<file path="src/hdl/stepper_trapezoid_ramp_unit_macros.svh">
// Assertion macros for the stepper ramp unit.
// Included by the top level; empty bodies when SYNTHESIS is defined.
`ifndef STEPPER_TRAPEZOID_RAMP_UNIT_MACROS_SVH
`define STEPPER_TRAPEZOID_RAMP_UNIT_MACROS_SVH

`ifndef SYNTHESIS
`define STR_ASSERT_CLK(lbl, clk_i, rstn_i, prop) \
  lbl: assert property (@(posedge clk_i) disable iff (!rstn_i) prop) \
    else $error("stepper ramp assertion failed");
`define STR_ASSERT(lbl, prop) `STR_ASSERT_CLK(lbl, clk, rst_n, prop)
`else
`define STR_ASSERT_CLK(lbl, clk_i, rstn_i, prop)
`define STR_ASSERT(lbl, prop)
`endif

`endif

</file>
<file path="src/hdl/str_pkg.sv">
// Shared types, constants and reset values for the stepper ramp unit.
// No dependencies.
package str_pkg;

  localparam int PERIOD_FRAC_BITS = 12;
  localparam int ACCEL_FRAC_BITS  = 48;

  localparam int PERIOD_W = 32;
  localparam int POS_W    = 32;
  localparam int DIST_W   = 31;
  localparam int ACCEL_W  = 48;
  localparam int LIMB_BITS   = 32;
  localparam int LIMBS       = 5;
  localparam int PROD_W      = LIMBS * LIMB_BITS;
  localparam int MUL_PASSES  = 3;
  localparam int CUBE_SHIFT  = ACCEL_FRAC_BITS + 2 * PERIOD_FRAC_BITS;

  localparam int CFG_DATA_W = 64;
  localparam int CFG_ADDR_W = 5;

  localparam logic [1:0] OP_TICK = 2'd0;
  localparam logic [1:0] OP_ABS  = 2'd1;
  localparam logic [1:0] OP_REL  = 2'd2;

  localparam logic [1:0] REG_INITIAL_PERIOD = 2'd0;
  localparam logic [1:0] REG_CRUISE_PERIOD  = 2'd1;
  localparam logic [1:0] REG_FULL_DECEL     = 2'd2;
  localparam logic [1:0] REG_ACCEL          = 2'd3;

  localparam logic [PERIOD_W-1:0] INITIAL_PERIOD_RST = 32'd5791744;
  localparam logic [PERIOD_W-1:0] CRUISE_PERIOD_RST  = 32'd256000;
  localparam logic [DIST_W-1:0]   FULL_DECEL_RST     = 31'd512;
  localparam logic [ACCEL_W-1:0]  ACCEL_RST          = 48'd70368744;

  typedef struct packed {
    logic [PERIOD_W-1:0] initial_period;
    logic [PERIOD_W-1:0] cruise_period;
    logic [DIST_W-1:0]   full_decel_distance;
    logic [ACCEL_W-1:0]  accel_per_us2;
  } cfg_regs_t;

  typedef struct packed {
    logic load;
    logic exec;
    logic mul;
    logic limb_first;
    logic upd;
    logic out_load;
  } ctrl_cmd_t;

  typedef struct packed {
    logic need_step;
  } dp_status_t;

endpackage

</file>
<file path="src/hdl/str_cfg_regs.sv">
// APB-style configuration register file for the stepper ramp unit.
// Depends on str_pkg.
module str_cfg_regs (
  input  logic                           clk,
  input  logic                           rst_n,
  input  logic                           psel,
  input  logic                           penable,
  input  logic                           pwrite,
  input  logic [str_pkg::CFG_ADDR_W-1:0] paddr,
  input  logic [str_pkg::CFG_DATA_W-1:0] pwdata,
  output logic [str_pkg::CFG_DATA_W-1:0] prdata,
  output str_pkg::cfg_regs_t             cfg
);
  import str_pkg::*;

  cfg_regs_t  cfg_r, cfg_nxt;
  logic       wr_en;
  logic [1:0] reg_idx;

  assign wr_en   = psel && penable && pwrite;
  assign reg_idx = paddr[CFG_ADDR_W-1:3];

  always_comb begin
    cfg_nxt = cfg_r;
    if (wr_en) begin
      case (reg_idx)
        REG_INITIAL_PERIOD: cfg_nxt.initial_period      = pwdata[PERIOD_W-1:0];
        REG_CRUISE_PERIOD:  cfg_nxt.cruise_period       = pwdata[PERIOD_W-1:0];
        REG_FULL_DECEL:     cfg_nxt.full_decel_distance = pwdata[DIST_W-1:0];
        REG_ACCEL:          cfg_nxt.accel_per_us2       = pwdata[ACCEL_W-1:0];
        default:            cfg_nxt = cfg_r;
      endcase
    end
  end

  always_comb begin
    case (reg_idx)
      REG_INITIAL_PERIOD: prdata = CFG_DATA_W'(cfg_r.initial_period);
      REG_CRUISE_PERIOD:  prdata = CFG_DATA_W'(cfg_r.cruise_period);
      REG_FULL_DECEL:     prdata = CFG_DATA_W'(cfg_r.full_decel_distance);
      REG_ACCEL:          prdata = CFG_DATA_W'(cfg_r.accel_per_us2);
      default:            prdata = '0;
    endcase
  end

  always_ff @(posedge clk) begin
    if (!rst_n) begin
      cfg_r.initial_period      <= INITIAL_PERIOD_RST;
      cfg_r.cruise_period       <= CRUISE_PERIOD_RST;
      cfg_r.full_decel_distance <= FULL_DECEL_RST;
      cfg_r.accel_per_us2       <= ACCEL_RST;
    end else begin
      cfg_r <= cfg_nxt;
    end
  end

  assign cfg = cfg_r;

endmodule

</file>
<file path="src/hdl/str_ctrl.sv">
// Sequencing FSM for the stepper ramp unit: handshakes and multiply schedule.
// Depends on str_pkg; drives str_datapath through ctrl_cmd_t.
module str_ctrl (
  input  logic                clk,
  input  logic                rst_n,
  input  logic                in_valid,
  output logic                in_ready,
  output logic                out_valid,
  input  logic                out_ready,
  input  str_pkg::dp_status_t status,
  output str_pkg::ctrl_cmd_t  cmd
);
  import str_pkg::*;

  localparam int LIMB_W = $clog2(LIMBS);
  localparam int PASS_W = $clog2(MUL_PASSES);

  typedef enum logic [4:0] {
    ST_IDLE = 5'b00001,
    ST_EXEC = 5'b00010,
    ST_MUL  = 5'b00100,
    ST_UPD  = 5'b01000,
    ST_DONE = 5'b10000
  } state_t;

  state_t            state_r, state_nxt;
  logic [LIMB_W-1:0] limb_r, limb_nxt;
  logic [PASS_W-1:0] pass_r, pass_nxt;
  logic              out_valid_r, out_valid_nxt;
  logic              limb_last;

  assign limb_last = (limb_r == LIMB_W'(LIMBS - 1));

  always_comb begin
    state_nxt = state_r;
    limb_nxt  = limb_r;
    pass_nxt  = pass_r;
    cmd       = '0;
    in_ready  = 1'b0;
    case (state_r)
      ST_IDLE: begin
        in_ready = 1'b1;
        if (in_valid) begin
          cmd.load  = 1'b1;
          state_nxt = ST_EXEC;
        end
      end
      ST_EXEC: begin
        cmd.exec = 1'b1;
        limb_nxt = '0;
        pass_nxt = '0;
        state_nxt = status.need_step ? ST_MUL : ST_DONE;
      end
      ST_MUL: begin
        cmd.mul        = 1'b1;
        cmd.limb_first = (limb_r == '0);
        if (limb_last) begin
          limb_nxt = '0;
          pass_nxt = pass_r + 1'b1;
          if (pass_r == PASS_W'(MUL_PASSES - 1)) begin
            state_nxt = ST_UPD;
          end
        end else begin
          limb_nxt = limb_r + 1'b1;
        end
      end
      ST_UPD: begin
        cmd.upd   = 1'b1;
        state_nxt = ST_DONE;
      end
      ST_DONE: begin
        if (!out_valid_r || out_ready) begin
          cmd.out_load = 1'b1;
          state_nxt    = ST_IDLE;
        end
      end
      default: state_nxt = ST_IDLE;
    endcase
  end

  always_comb begin
    if (cmd.out_load) begin
      out_valid_nxt = 1'b1;
    end else if (out_ready) begin
      out_valid_nxt = 1'b0;
    end else begin
      out_valid_nxt = out_valid_r;
    end
  end

  always_ff @(posedge clk) begin
    if (!rst_n) begin
      state_r     <= ST_IDLE;
      limb_r      <= '0;
      pass_r      <= '0;
      out_valid_r <= 1'b0;
    end else begin
      state_r     <= state_nxt;
      limb_r      <= limb_nxt;
      pass_r      <= pass_nxt;
      out_valid_r <= out_valid_nxt;
    end
  end

  assign out_valid = out_valid_r;

endmodule

</file>
<file path="src/hdl/str_datapath.sv">
// Datapath of the stepper ramp unit: motion state, serial period-cube multiplier,
// period update and result register. Depends on str_pkg.
module str_datapath (
  input  logic                       clk,
  input  logic                       rst_n,
  input  str_pkg::cfg_regs_t         cfg,
  input  str_pkg::ctrl_cmd_t         cmd,
  output str_pkg::dp_status_t        status,
  input  logic [1:0]                 in_op,
  input  logic signed [31:0]         in_move_value,
  output logic                       out_step_pulse,
  output logic                       out_dir_negative,
  output logic                       out_done_res,
  output logic signed [31:0]         out_position_now
);
  import str_pkg::*;

  logic [1:0]          op_r;
  logic [POS_W-1:0]    mv_r;
  logic [POS_W-1:0]    position_r, position_nxt;
  logic [POS_W-1:0]    target_r, target_nxt;
  logic [PERIOD_W-1:0] next_period_r, next_period_nxt;
  logic [PERIOD_W-1:0] elapsed_r, elapsed_nxt;
  logic [DIST_W-1:0]   decel_dist_r, decel_dist_nxt;
  logic                decelerating_r, decelerating_nxt;
  logic                moving_down_r, moving_down_nxt;
  logic                step_r, step_nxt;
  logic [PROD_W-1:0]   prod_r, prod_nxt;
  logic [LIMB_BITS-1:0] carry_r, carry_nxt;

  logic                out_step_r, out_dir_r, out_done_r;
  logic [POS_W-1:0]    out_pos_r;

  logic [POS_W-1:0]    move_target;
  logic [POS_W:0]      move_dist;
  logic [POS_W:0]      cur_dist;
  logic                at_target;
  logic [PERIOD_W-1:0] elapsed_inc;
  logic [PERIOD_W-1:0] period_int;
  logic                step_due;
  logic [63:0]         mac;
  logic [PROD_W-1:0]   prod_shifted;
  logic [PERIOD_W-1:0] cube_t;
  logic                cube_big;
  logic [PERIOD_W:0]   period_sum;
  logic [PERIOD_W-1:0] np_raw;

  function automatic logic [POS_W:0] abs_diff(input logic [POS_W-1:0] a,
                                              input logic [POS_W-1:0] b);
    logic [POS_W:0] d;
    d = {a[POS_W-1], a} - {b[POS_W-1], b};
    return d[POS_W] ? (~d + 1'b1) : d;
  endfunction

  assign move_target = (op_r == OP_ABS) ? mv_r : position_r + mv_r;
  assign move_dist   = abs_diff(move_target, position_r);
  assign cur_dist    = abs_diff(target_r, position_r);
  assign at_target   = (position_r == target_r);
  assign elapsed_inc = (elapsed_r == '1) ? elapsed_r : elapsed_r + 1'b1;
  assign period_int  = next_period_r >> PERIOD_FRAC_BITS;
  assign step_due    = (op_r == OP_TICK) && !at_target && (elapsed_inc >= period_int);

  assign status.need_step = step_due;

  // one 32x32 limb per cycle; the product rotates through prod_r
  assign mac = 64'(prod_r[LIMB_BITS-1:0]) * 64'(next_period_r)
             + 64'(cmd.limb_first ? '0 : carry_r);

  assign prod_shifted = prod_r >> CUBE_SHIFT;
  assign cube_t       = prod_shifted[PERIOD_W-1:0];
  assign cube_big     = |prod_shifted[PROD_W-1:PERIOD_W];
  assign period_sum   = {1'b0, next_period_r} + {1'b0, cube_t};

  always_comb begin
    if (!decelerating_r) begin
      np_raw = (cube_big || (cube_t >= next_period_r)) ? '0 : next_period_r - cube_t;
    end else begin
      np_raw = (cube_big || period_sum[PERIOD_W]) ? '1 : period_sum[PERIOD_W-1:0];
    end
  end

  always_comb begin
    position_nxt     = position_r;
    target_nxt       = target_r;
    next_period_nxt  = next_period_r;
    elapsed_nxt      = elapsed_r;
    decel_dist_nxt   = decel_dist_r;
    decelerating_nxt = decelerating_r;
    moving_down_nxt  = moving_down_r;
    step_nxt         = step_r;
    prod_nxt         = prod_r;
    carry_nxt        = carry_r;
    if (cmd.exec) begin
      step_nxt = 1'b0;
      case (op_r)
        OP_ABS, OP_REL: begin
          target_nxt      = move_target;
          moving_down_nxt = $signed(move_target) < $signed(position_r);
          if (move_dist <= {1'b0, cfg.full_decel_distance, 1'b0}) begin
            decel_dist_nxt = move_dist[DIST_W:1];
          end else begin
            decel_dist_nxt = cfg.full_decel_distance;
          end
          next_period_nxt  = cfg.initial_period;
          decelerating_nxt = 1'b0;
          elapsed_nxt      = '0;
        end
        OP_TICK: begin
          if (!at_target) begin
            if (step_due) begin
              if (cur_dist == (POS_W + 1)'(decel_dist_r)) begin
                decelerating_nxt = !decelerating_r;
              end
              position_nxt = moving_down_r ? position_r - 1'b1 : position_r + 1'b1;
              elapsed_nxt  = '0;
              step_nxt     = 1'b1;
              prod_nxt     = PROD_W'(cfg.accel_per_us2);
            end else begin
              elapsed_nxt = elapsed_inc;
            end
          end
        end
        default: step_nxt = 1'b0;
      endcase
    end
    if (cmd.mul) begin
      prod_nxt  = {mac[LIMB_BITS-1:0], prod_r[PROD_W-1:LIMB_BITS]};
      carry_nxt = mac[63:LIMB_BITS];
    end
    if (cmd.upd) begin
      next_period_nxt = (np_raw < cfg.cruise_period) ? cfg.cruise_period : np_raw;
    end
  end

  always_ff @(posedge clk) begin
    if (!rst_n) begin
      position_r     <= '0;
      target_r       <= '0;
      next_period_r  <= INITIAL_PERIOD_RST;
      elapsed_r      <= '0;
      decel_dist_r   <= '0;
      decelerating_r <= 1'b0;
      moving_down_r  <= 1'b0;
    end else begin
      position_r     <= position_nxt;
      target_r       <= target_nxt;
      next_period_r  <= next_period_nxt;
      elapsed_r      <= elapsed_nxt;
      decel_dist_r   <= decel_dist_nxt;
      decelerating_r <= decelerating_nxt;
      moving_down_r  <= moving_down_nxt;
    end
  end

  always_ff @(posedge clk) begin
    step_r  <= step_nxt;
    prod_r  <= prod_nxt;
    carry_r <= carry_nxt;
    if (cmd.load) begin
      op_r <= in_op;
      mv_r <= in_move_value;
    end
    if (cmd.out_load) begin
      out_step_r <= step_r;
      out_dir_r  <= moving_down_r;
      out_done_r <= at_target;
      out_pos_r  <= position_r;
    end
  end

  assign out_step_pulse   = out_step_r;
  assign out_dir_negative = out_dir_r;
  assign out_done_res     = out_done_r;
  assign out_position_now = out_pos_r;

endmodule

</file>
<file path="src/hdl/stepper_trapezoid_ramp_unit.sv">
// Trapezoidal stepper ramp generator: one result per input item, whatever its op.
// A tick that issues a step also runs the period update a*p^3 as 3 passes of
// 5 limbs through a single 32x32 multiplier, then the saturating update; move
// items and ticks that issue no step skip both. One item is in flight at a
// time; a finished result sits in the output register while the next item is
// taken. Configuration registers sit at byte addresses 0, 8, 16, 24.
`include "stepper_trapezoid_ramp_unit_macros.svh"

module stepper_trapezoid_ramp_unit (
  input  logic                           clk,
  input  logic                           rst_n,
  input  logic                           in_valid,
  output logic                           in_ready,
  input  logic [1:0]                     in_op,
  input  logic signed [31:0]             in_move_value,
  output logic                           out_valid,
  input  logic                           out_ready,
  output logic                           out_step_pulse,
  output logic                           out_dir_negative,
  output logic                           out_done_res,
  output logic signed [31:0]             out_position_now,
  input  logic                           psel,
  input  logic                           penable,
  input  logic                           pwrite,
  input  logic [str_pkg::CFG_ADDR_W-1:0] paddr,
  input  logic [str_pkg::CFG_DATA_W-1:0] pwdata,
  output logic [str_pkg::CFG_DATA_W-1:0] prdata,
  output logic                           pready
);
  import str_pkg::*;

  cfg_regs_t  cfg;
  ctrl_cmd_t  cmd;
  dp_status_t status;
  logic [4:0] cmd_vec;

  assign pready = 1'b1;

  str_cfg_regs u_cfg (
    .clk     (clk),
    .rst_n   (rst_n),
    .psel    (psel),
    .penable (penable),
    .pwrite  (pwrite),
    .paddr   (paddr),
    .pwdata  (pwdata),
    .prdata  (prdata),
    .cfg     (cfg)
  );

  str_ctrl u_ctrl (
    .clk       (clk),
    .rst_n     (rst_n),
    .in_valid  (in_valid),
    .in_ready  (in_ready),
    .out_valid (out_valid),
    .out_ready (out_ready),
    .status    (status),
    .cmd       (cmd)
  );

  str_datapath u_dp (
    .clk              (clk),
    .rst_n            (rst_n),
    .cfg              (cfg),
    .cmd              (cmd),
    .status           (status),
    .in_op            (in_op),
    .in_move_value    (in_move_value),
    .out_step_pulse   (out_step_pulse),
    .out_dir_negative (out_dir_negative),
    .out_done_res     (out_done_res),
    .out_position_now (out_position_now)
  );

  assign cmd_vec = {cmd.load, cmd.exec, cmd.mul, cmd.upd, cmd.out_load};

  `STR_ASSERT(a_single_cmd, $onehot0(cmd_vec))
  `STR_ASSERT(a_one_in_flight, in_valid && in_ready |=> !in_ready)
  `STR_ASSERT(a_upd_after_mul, cmd.upd |-> $past(cmd.mul))

endmodule

</file>
<file path="config.mk">
export PLATFORM = sky130hd
export DESIGN_NAME = stepper_trapezoid_ramp_unit
export DESIGN_NICKNAME = d
export VERILOG_FILES = /design/src/hdl/str_pkg.sv /design/src/hdl/str_cfg_regs.sv /design/src/hdl/str_ctrl.sv /design/src/hdl/str_datapath.sv /design/src/hdl/stepper_trapezoid_ramp_unit.sv
export VERILOG_INCLUDE_DIRS = /design/src /design/src/hdl
export SDC_FILE = /design/constraint.sdc
export NUM_CORES = 2
export LEC_CHECK = 0
export CAP_MARGIN = 20
export CORE_MARGIN = 4
export CORE_UTILIZATION = 29
export CTS_CLUSTER_DIAMETER = 30
export CTS_CLUSTER_SIZE = 12
export DETAILED_ROUTE_END_ITERATION = 8
export DONT_BUFFER_PORTS = 1
export MAX_ROUTING_LAYER = met4
export PLACE_DENSITY_LB_ADDON = 0.1
export SLEW_MARGIN = 20
export SYNTH_ARGS = -nofsm -noshare
export SYNTH_HDL_FRONTEND = slang
export SYNTH_HIERARCHICAL = 1
export SYNTH_SLANG_ARGS = --single-unit
</file>
<file path="constraint.sdc">
create_clock -name clk -period 10.23 [get_ports clk]
set_input_delay 0.5115 -clock clk [delete_from_list [all_inputs] [get_ports clk]]
set_output_delay 0.5115 -clock clk [all_outputs]
set_load 0.02 [all_outputs]
</file>
After elaboration in Yosys (flattened, before gate mapping)
Index checks and enable logic that the tools add are counted.
- add/subtract/negate cells: 13
- multiply operators: 1
- magnitude comparators: 5
- eq/ne operators: 23
- mux-type cells: 48
- bitwise operators: 4
- reductions and logical operators: 36
- operators with widths (operator ; count):
    160-bit two-way mux ; 5
    32-bit two-way mux ; 13
    64-bit case mux with 4 select lines ; 1
    33-bit by 1-bit adder with 33-bit output, second input constant ; 2
    33-bit two-way mux ; 2
    33-bit inverter ; 2
    32-bit by 32-bit subtractor with 33-bit output ; 2
    32-bit by 1-bit adder with 32-bit output, second input constant ; 2
    64-bit adder ; 1
    32-bit less-than comparator ; 2
    32-bit by 32-bit multiplier with 64-bit output ; 1
    32-bit case mux with 2 select lines ; 1
    56-bit OR reduction ; 1
    32-bit by 32-bit adder with 33-bit output ; 1
    33-bit by 31-bit equality test with 1-bit output ; 1
    33-bit by 32-bit <= comparator with 1-bit output ; 1
    32-bit adder ; 1
    32-bit equality test ; 1
    32-bit equality test, second input constant ; 1
    32-bit by 20-bit greater-or-equal comparator with 1-bit output ; 1
    32-bit greater-or-equal comparator ; 1
    32-bit by 1-bit subtractor with 32-bit output, second input constant ; 1
    32-bit subtractor ; 1
    31-bit two-way mux ; 1
    32 further kinds ; 84
- flip-flop bits (word level): 577
- input port bits: 110
- output and inout bits: 102

Depth between registers and ports, before layout
- depth after elaboration: 9
- mapped depth: 42

By module
The synthesis kept the hierarchy.
- modules (own cells, without submodules) (module ; instances ; cells an instance ; area each (µm²)):
    str_datapath ; 1 ; 7394 ; 65136.2
    str_cfg_regs ; 1 ; 626 ; 6478.7
    str_ctrl ; 1 ; 75 ; 626.9
    stepper_trapezoid_ramp_unit ; 1 ; 2 ; 11.3

Worst setup path before layout
OpenSTA, ideal clock, no wires.
- path type: register to register
- start: reg u_ctrl.state_r[0]
- end: reg u_dp.carry_r[30] (data pin)
- library setup time: 0.263 ns
- data arrival time: 9.740 ns
- data required time: 9.967 ns
- setup slack: 0.227 ns
- stages on the path, launching flop included: 32
- buffers on the path: 1
- cells stage by stage: dfxtp_1 or3_4 nor3b_4 and3b_1 clkbuf_1 nor2b_1 fa_1 inv_1 fa_1 fa_1 inv_1 fa_1 fa_1 inv_1 fa_1 inv_1 fa_1 fa_1 ha_1 a21o_1 a21o_1 a21oi_1 o21ai_1 a221oi_1 nor4b_1 a31oi_1 o41ai_1 o311ai_1 nand3_1 nand3b_1 a311oi_1 xnor2_1
- RTL lines (item ; RTL line ; RTL):
    from (decl) ; str_ctrl.sv:26 ; state_t state_r, state_nxt;
    from (signal assigned) ; str_ctrl.sv:98 ; state_r <= state_nxt;
    to (signal assigned) ; str_datapath.sv:158 ; carry_r <= carry_nxt;
    to (decl) ; str_datapath.sv:29 ; logic [LIMB_BITS-1:0] carry_r, carry_nxt;

==> impl_metrics.json <==
{
  "cts.path.max_buffers": 3,
  "max-slew-margin-rel": 0.229,
  "via_count": 57400,
  "synth_seq_cells": 577,
  "async_flop_share": 0,
  "final_cell_count_no_fill": 11700,
  "grt_antenna_before_repair": 26,
  "wl_mm": 276,
  "p_leak_nw": 36.8,
  "critPathMaxStageDelay_ns": 0.62,
  "syn_inst": 8097,
  "synth_edf_count": 262,
  "skew_ns": 0.0790,
  "grt_pass1_vias": 60300,
  "final_area_mm2": 0.0839,
  "crit_arrival_ns": 10.32,
  "place_congestion": 0.897,
  "layout_commonest_cell": "nand2_1",
  "viasPerCell": 4.92,
  "place_area_mm2": 0.0763,
  "worstHoldEndpoint": "u_dp/decel_dist_r[5]",
  "r2r_cells": 32,
  "fillerInstances": 25600,
  "cap_violations": 0,
  "power_density_mw_per_mm2": 233,
  "finalNetCount": 9751,
  "netlist.top_cell.by_area": "fa_1",
  "io_pins": 212,
  "status": "completed",
  "max_freq_mhz": 102,
  "min_period_over_period": 0.959,
  "reg2reg_to": "u_dp/carry_r[30]",
  "synthFlopType": "dfxtp_1",
  "cp_max_fo": 32,
  "finalSetupTns_ns": 0,
  "ys_seq_area_frac": 0.196,
  "die-height_um": 507,
  "dp_hpwl_mm": 222,
  "synth.distinct_cells": 116,
  "crit_required_ns": 10.74,
  "ys.warnings.count": 6,
  "synth_area_leaders": "fa_1 26%, edfxtp_1 11%, ha_1 9.4%, dfxtp_1 8.7%, nand2_1 6.4%",
  "final_cell_mix": "1237 x nand2_1, 1218 x inv_1, 934 x fa_1",
  "peakVddDrop_v": 0.000253,
  "rsz0062_at_grt": "false",
  "area_delta_synth_final_pct": 16.2,
  "final_core_util": 0.340,
  "initial_core_util": 0.293,
  "dr.first_iter.drc_count": 3328,
  "synthesis.area_mm2": 0.0723,
  "grt_max_degree": 161,
  "dr.pass1.iters": 5,
  "ant_nets": 0,
  "synth_top_area_share": 0.259,
  "die_x_um": 507,
  "critical_path_class": "flop to flop",
  "cts_setup_buffers": 0,
  "endpoint_kind": "flop",
  "drt-wirelength-per-cell_um": 23.7,
  "dieArea_mm2": 0.257,
  "syn_area_per_cell_um2": 8.92,
  "hold_path_class": "primary input to flop",
  "drc": 0,
  "r2r_start": "u_ctrl/state_r[0]",
  "clk_latency_ns": 0.84,
  "start_kind": "flop",
  "whs_path_depth": 2,
  "clkTransAtPathRegs_ns": 0.04,
  "cts_tree": "done",
  "cts_buffers": 179,
  "drv_slew": 0,
  "setup_viol": 0,
  "r2r_slack_ns": 0.42,
  "cpMaxStageDelayCell": "a221oi_1",
  "hold_viol": 0,
  "track_usage": 0.219,
  "crit_buf_inv": 6,
  "drive_gt1_frac": 0.0848,
  "worst_path_most_repeated_cell": "fa_1",
  "min_from": "rst_n",
  "rows": 182,
  "pre_cts_ws_ns": 0.474,
  "grt_overflow": 0,
  "grt_pass1_wl_mm": 408,
  "worstMarginPinSlew_ns": 1.15,
  "timing.final.ws_setup_ns": 0.419,
  "core_mm2": 0.247,
  "io_buffer_count": 0,
  "placed_cells": 11200,
  "htree_levels": 4,
  "min_period_ns": 9.81,
  "clock-root-buffer": "clkbuf_16",
  "cts_sinks": 577,
  "path_delay_family": "adder cells"
}
-- cell families after synthesis --
| family | count (synthesis) | synth area share |
|---|---|---|
| AOI/OAI and AO/OA | 1255 | 0.115 |
| xor gates and xnor gates | 277 | 0.0341 |
| adders and majority gates | 1477 | 0.353 |
| buffers and inverters | 1656 | 0.0892 |
| DFF | 577 | 0.196 |
| muxes | 243 | 0.0405 |
| other | 2 | 0.000104 |
| and+or+nand+nor | 2610 | 0.172 |
-- how the worst max path moves through the flow --
stage | start | to | slack [ns] | depth (start not counted)
after global routing | u_ctrl/state_r[0] | u_dp/carry_r[30] | 0.006 | 32
after global placement | u_ctrl/state_r[0] | u_dp/carry_r[30] | 0.44 | 32
final | u_ctrl/state_r[0] | u_dp/carry_r[30] | 0.42 | 32
after floorplan | u_ctrl/state_r[0] | u_dp/carry_r[30] | 0.23 | 31
after detailed placement | u_ctrl/state_r[0] | u_dp/carry_r[30] | 0.47 | 32
after CTS | u_ctrl/state_r[0] | u_dp/carry_r[30] | 0.39 | 32
-- per-stage QoR --
stage	total power, mW	hold slack (ns)
after floorplan	9.69	0.400
after global placement	13.7	0.449
after detailed placement	13.6	0.454
after CTS	19.8	0.00495
after global routing	20.8	0.0275
final	19.6	0.0895
-- cells in the mapped netlist, types with 15 or more instances --
cell and instances:
mux2_2 60, inv_1 1219, ha_1 543, mux4_2 23, o21ai_0 224, a31oi_1 40, nor2_1 310, buf_1 25
nor2b_1 74, a211oi_1 45, nor4_1 39, xor2_1 98, nand2b_1 70, o21a_1 66, o31ai_1 47, edfxtp_1 262
nand4_1 48, o211ai_1 65, or3_1 29, nand2_1 1239, nand3_1 151, xnor2_1 176, buf_4 26, o21bai_1 45
dfxtp_1 315, and2_1 374, a21o_1 124, a2111oi_0 15, fa_1 934, or2_2 15, buf_2 24, o221ai_1 18
nor3_1 96, and3_1 72, clkbuf_1 349, a21oi_1 343, mux2i_1 152
-- state kept, by name, indices dropped and copies added (netlist names), 2 cells and up --
signal,cells
u_cfg/cfg,143
u_ctrl/limb_r,3
u_ctrl/pass_r,2
u_ctrl/state_r,5
u_dp/carry_r,32
u_dp/decel_dist_r,31
u_dp/elapsed_r,32
u_dp/mv_r,32
u_dp/next_period_r,32
u_dp/op_r,2
u_dp/out_position_now,32
u_dp/position_r,32
u_dp/prod_r,160
u_dp/target_r,32
-- report_power, final --
group          leakage, nW  internal [mW]  switching (mW)  total [mW]
registers             4.92           2.72           0.164        2.88
logic                 28.7           4.02            6.77        10.8
clock network         3.14           4.09            1.78        5.87
-- layout make-up --
type | count | area (um2) | share of cell area
multi-input combinational | 5879 | 51800 | 0.617
clock buffer | 231 | 4980 | 0.0593
antenna | 30 | 75.1 | 0.000894
sequential | 577 | 14200 | 0.169
clock inverter | 104 | 1500 | 0.0179
timing repair buffer | 308 | 2710 | 0.0322
tap | 3312 | 4140 | 0.0494
inverter | 1219 | 4580 | 0.0545
-- timing repair --
item	4_1_cts	5_1_grt
setup endpoints to repair	0	3
endpoints found under the hold margin	217	6
resized for setup	0	1
hold buffers	100	2
-- routing by layer --
metal | vias up | share of wire | track usage
met5 | - | 0 | -
met4 | 0 | 0.036 | 0.0721
met3 | 359 | 0.039 | 0.0286
met2 | 1166 | 0.49 | 0.373
met1 | 29200 | 0.43 | 0.269
li1 | 26700 | - | -
No activity file was read; power rests on OpenSTA's default activity.
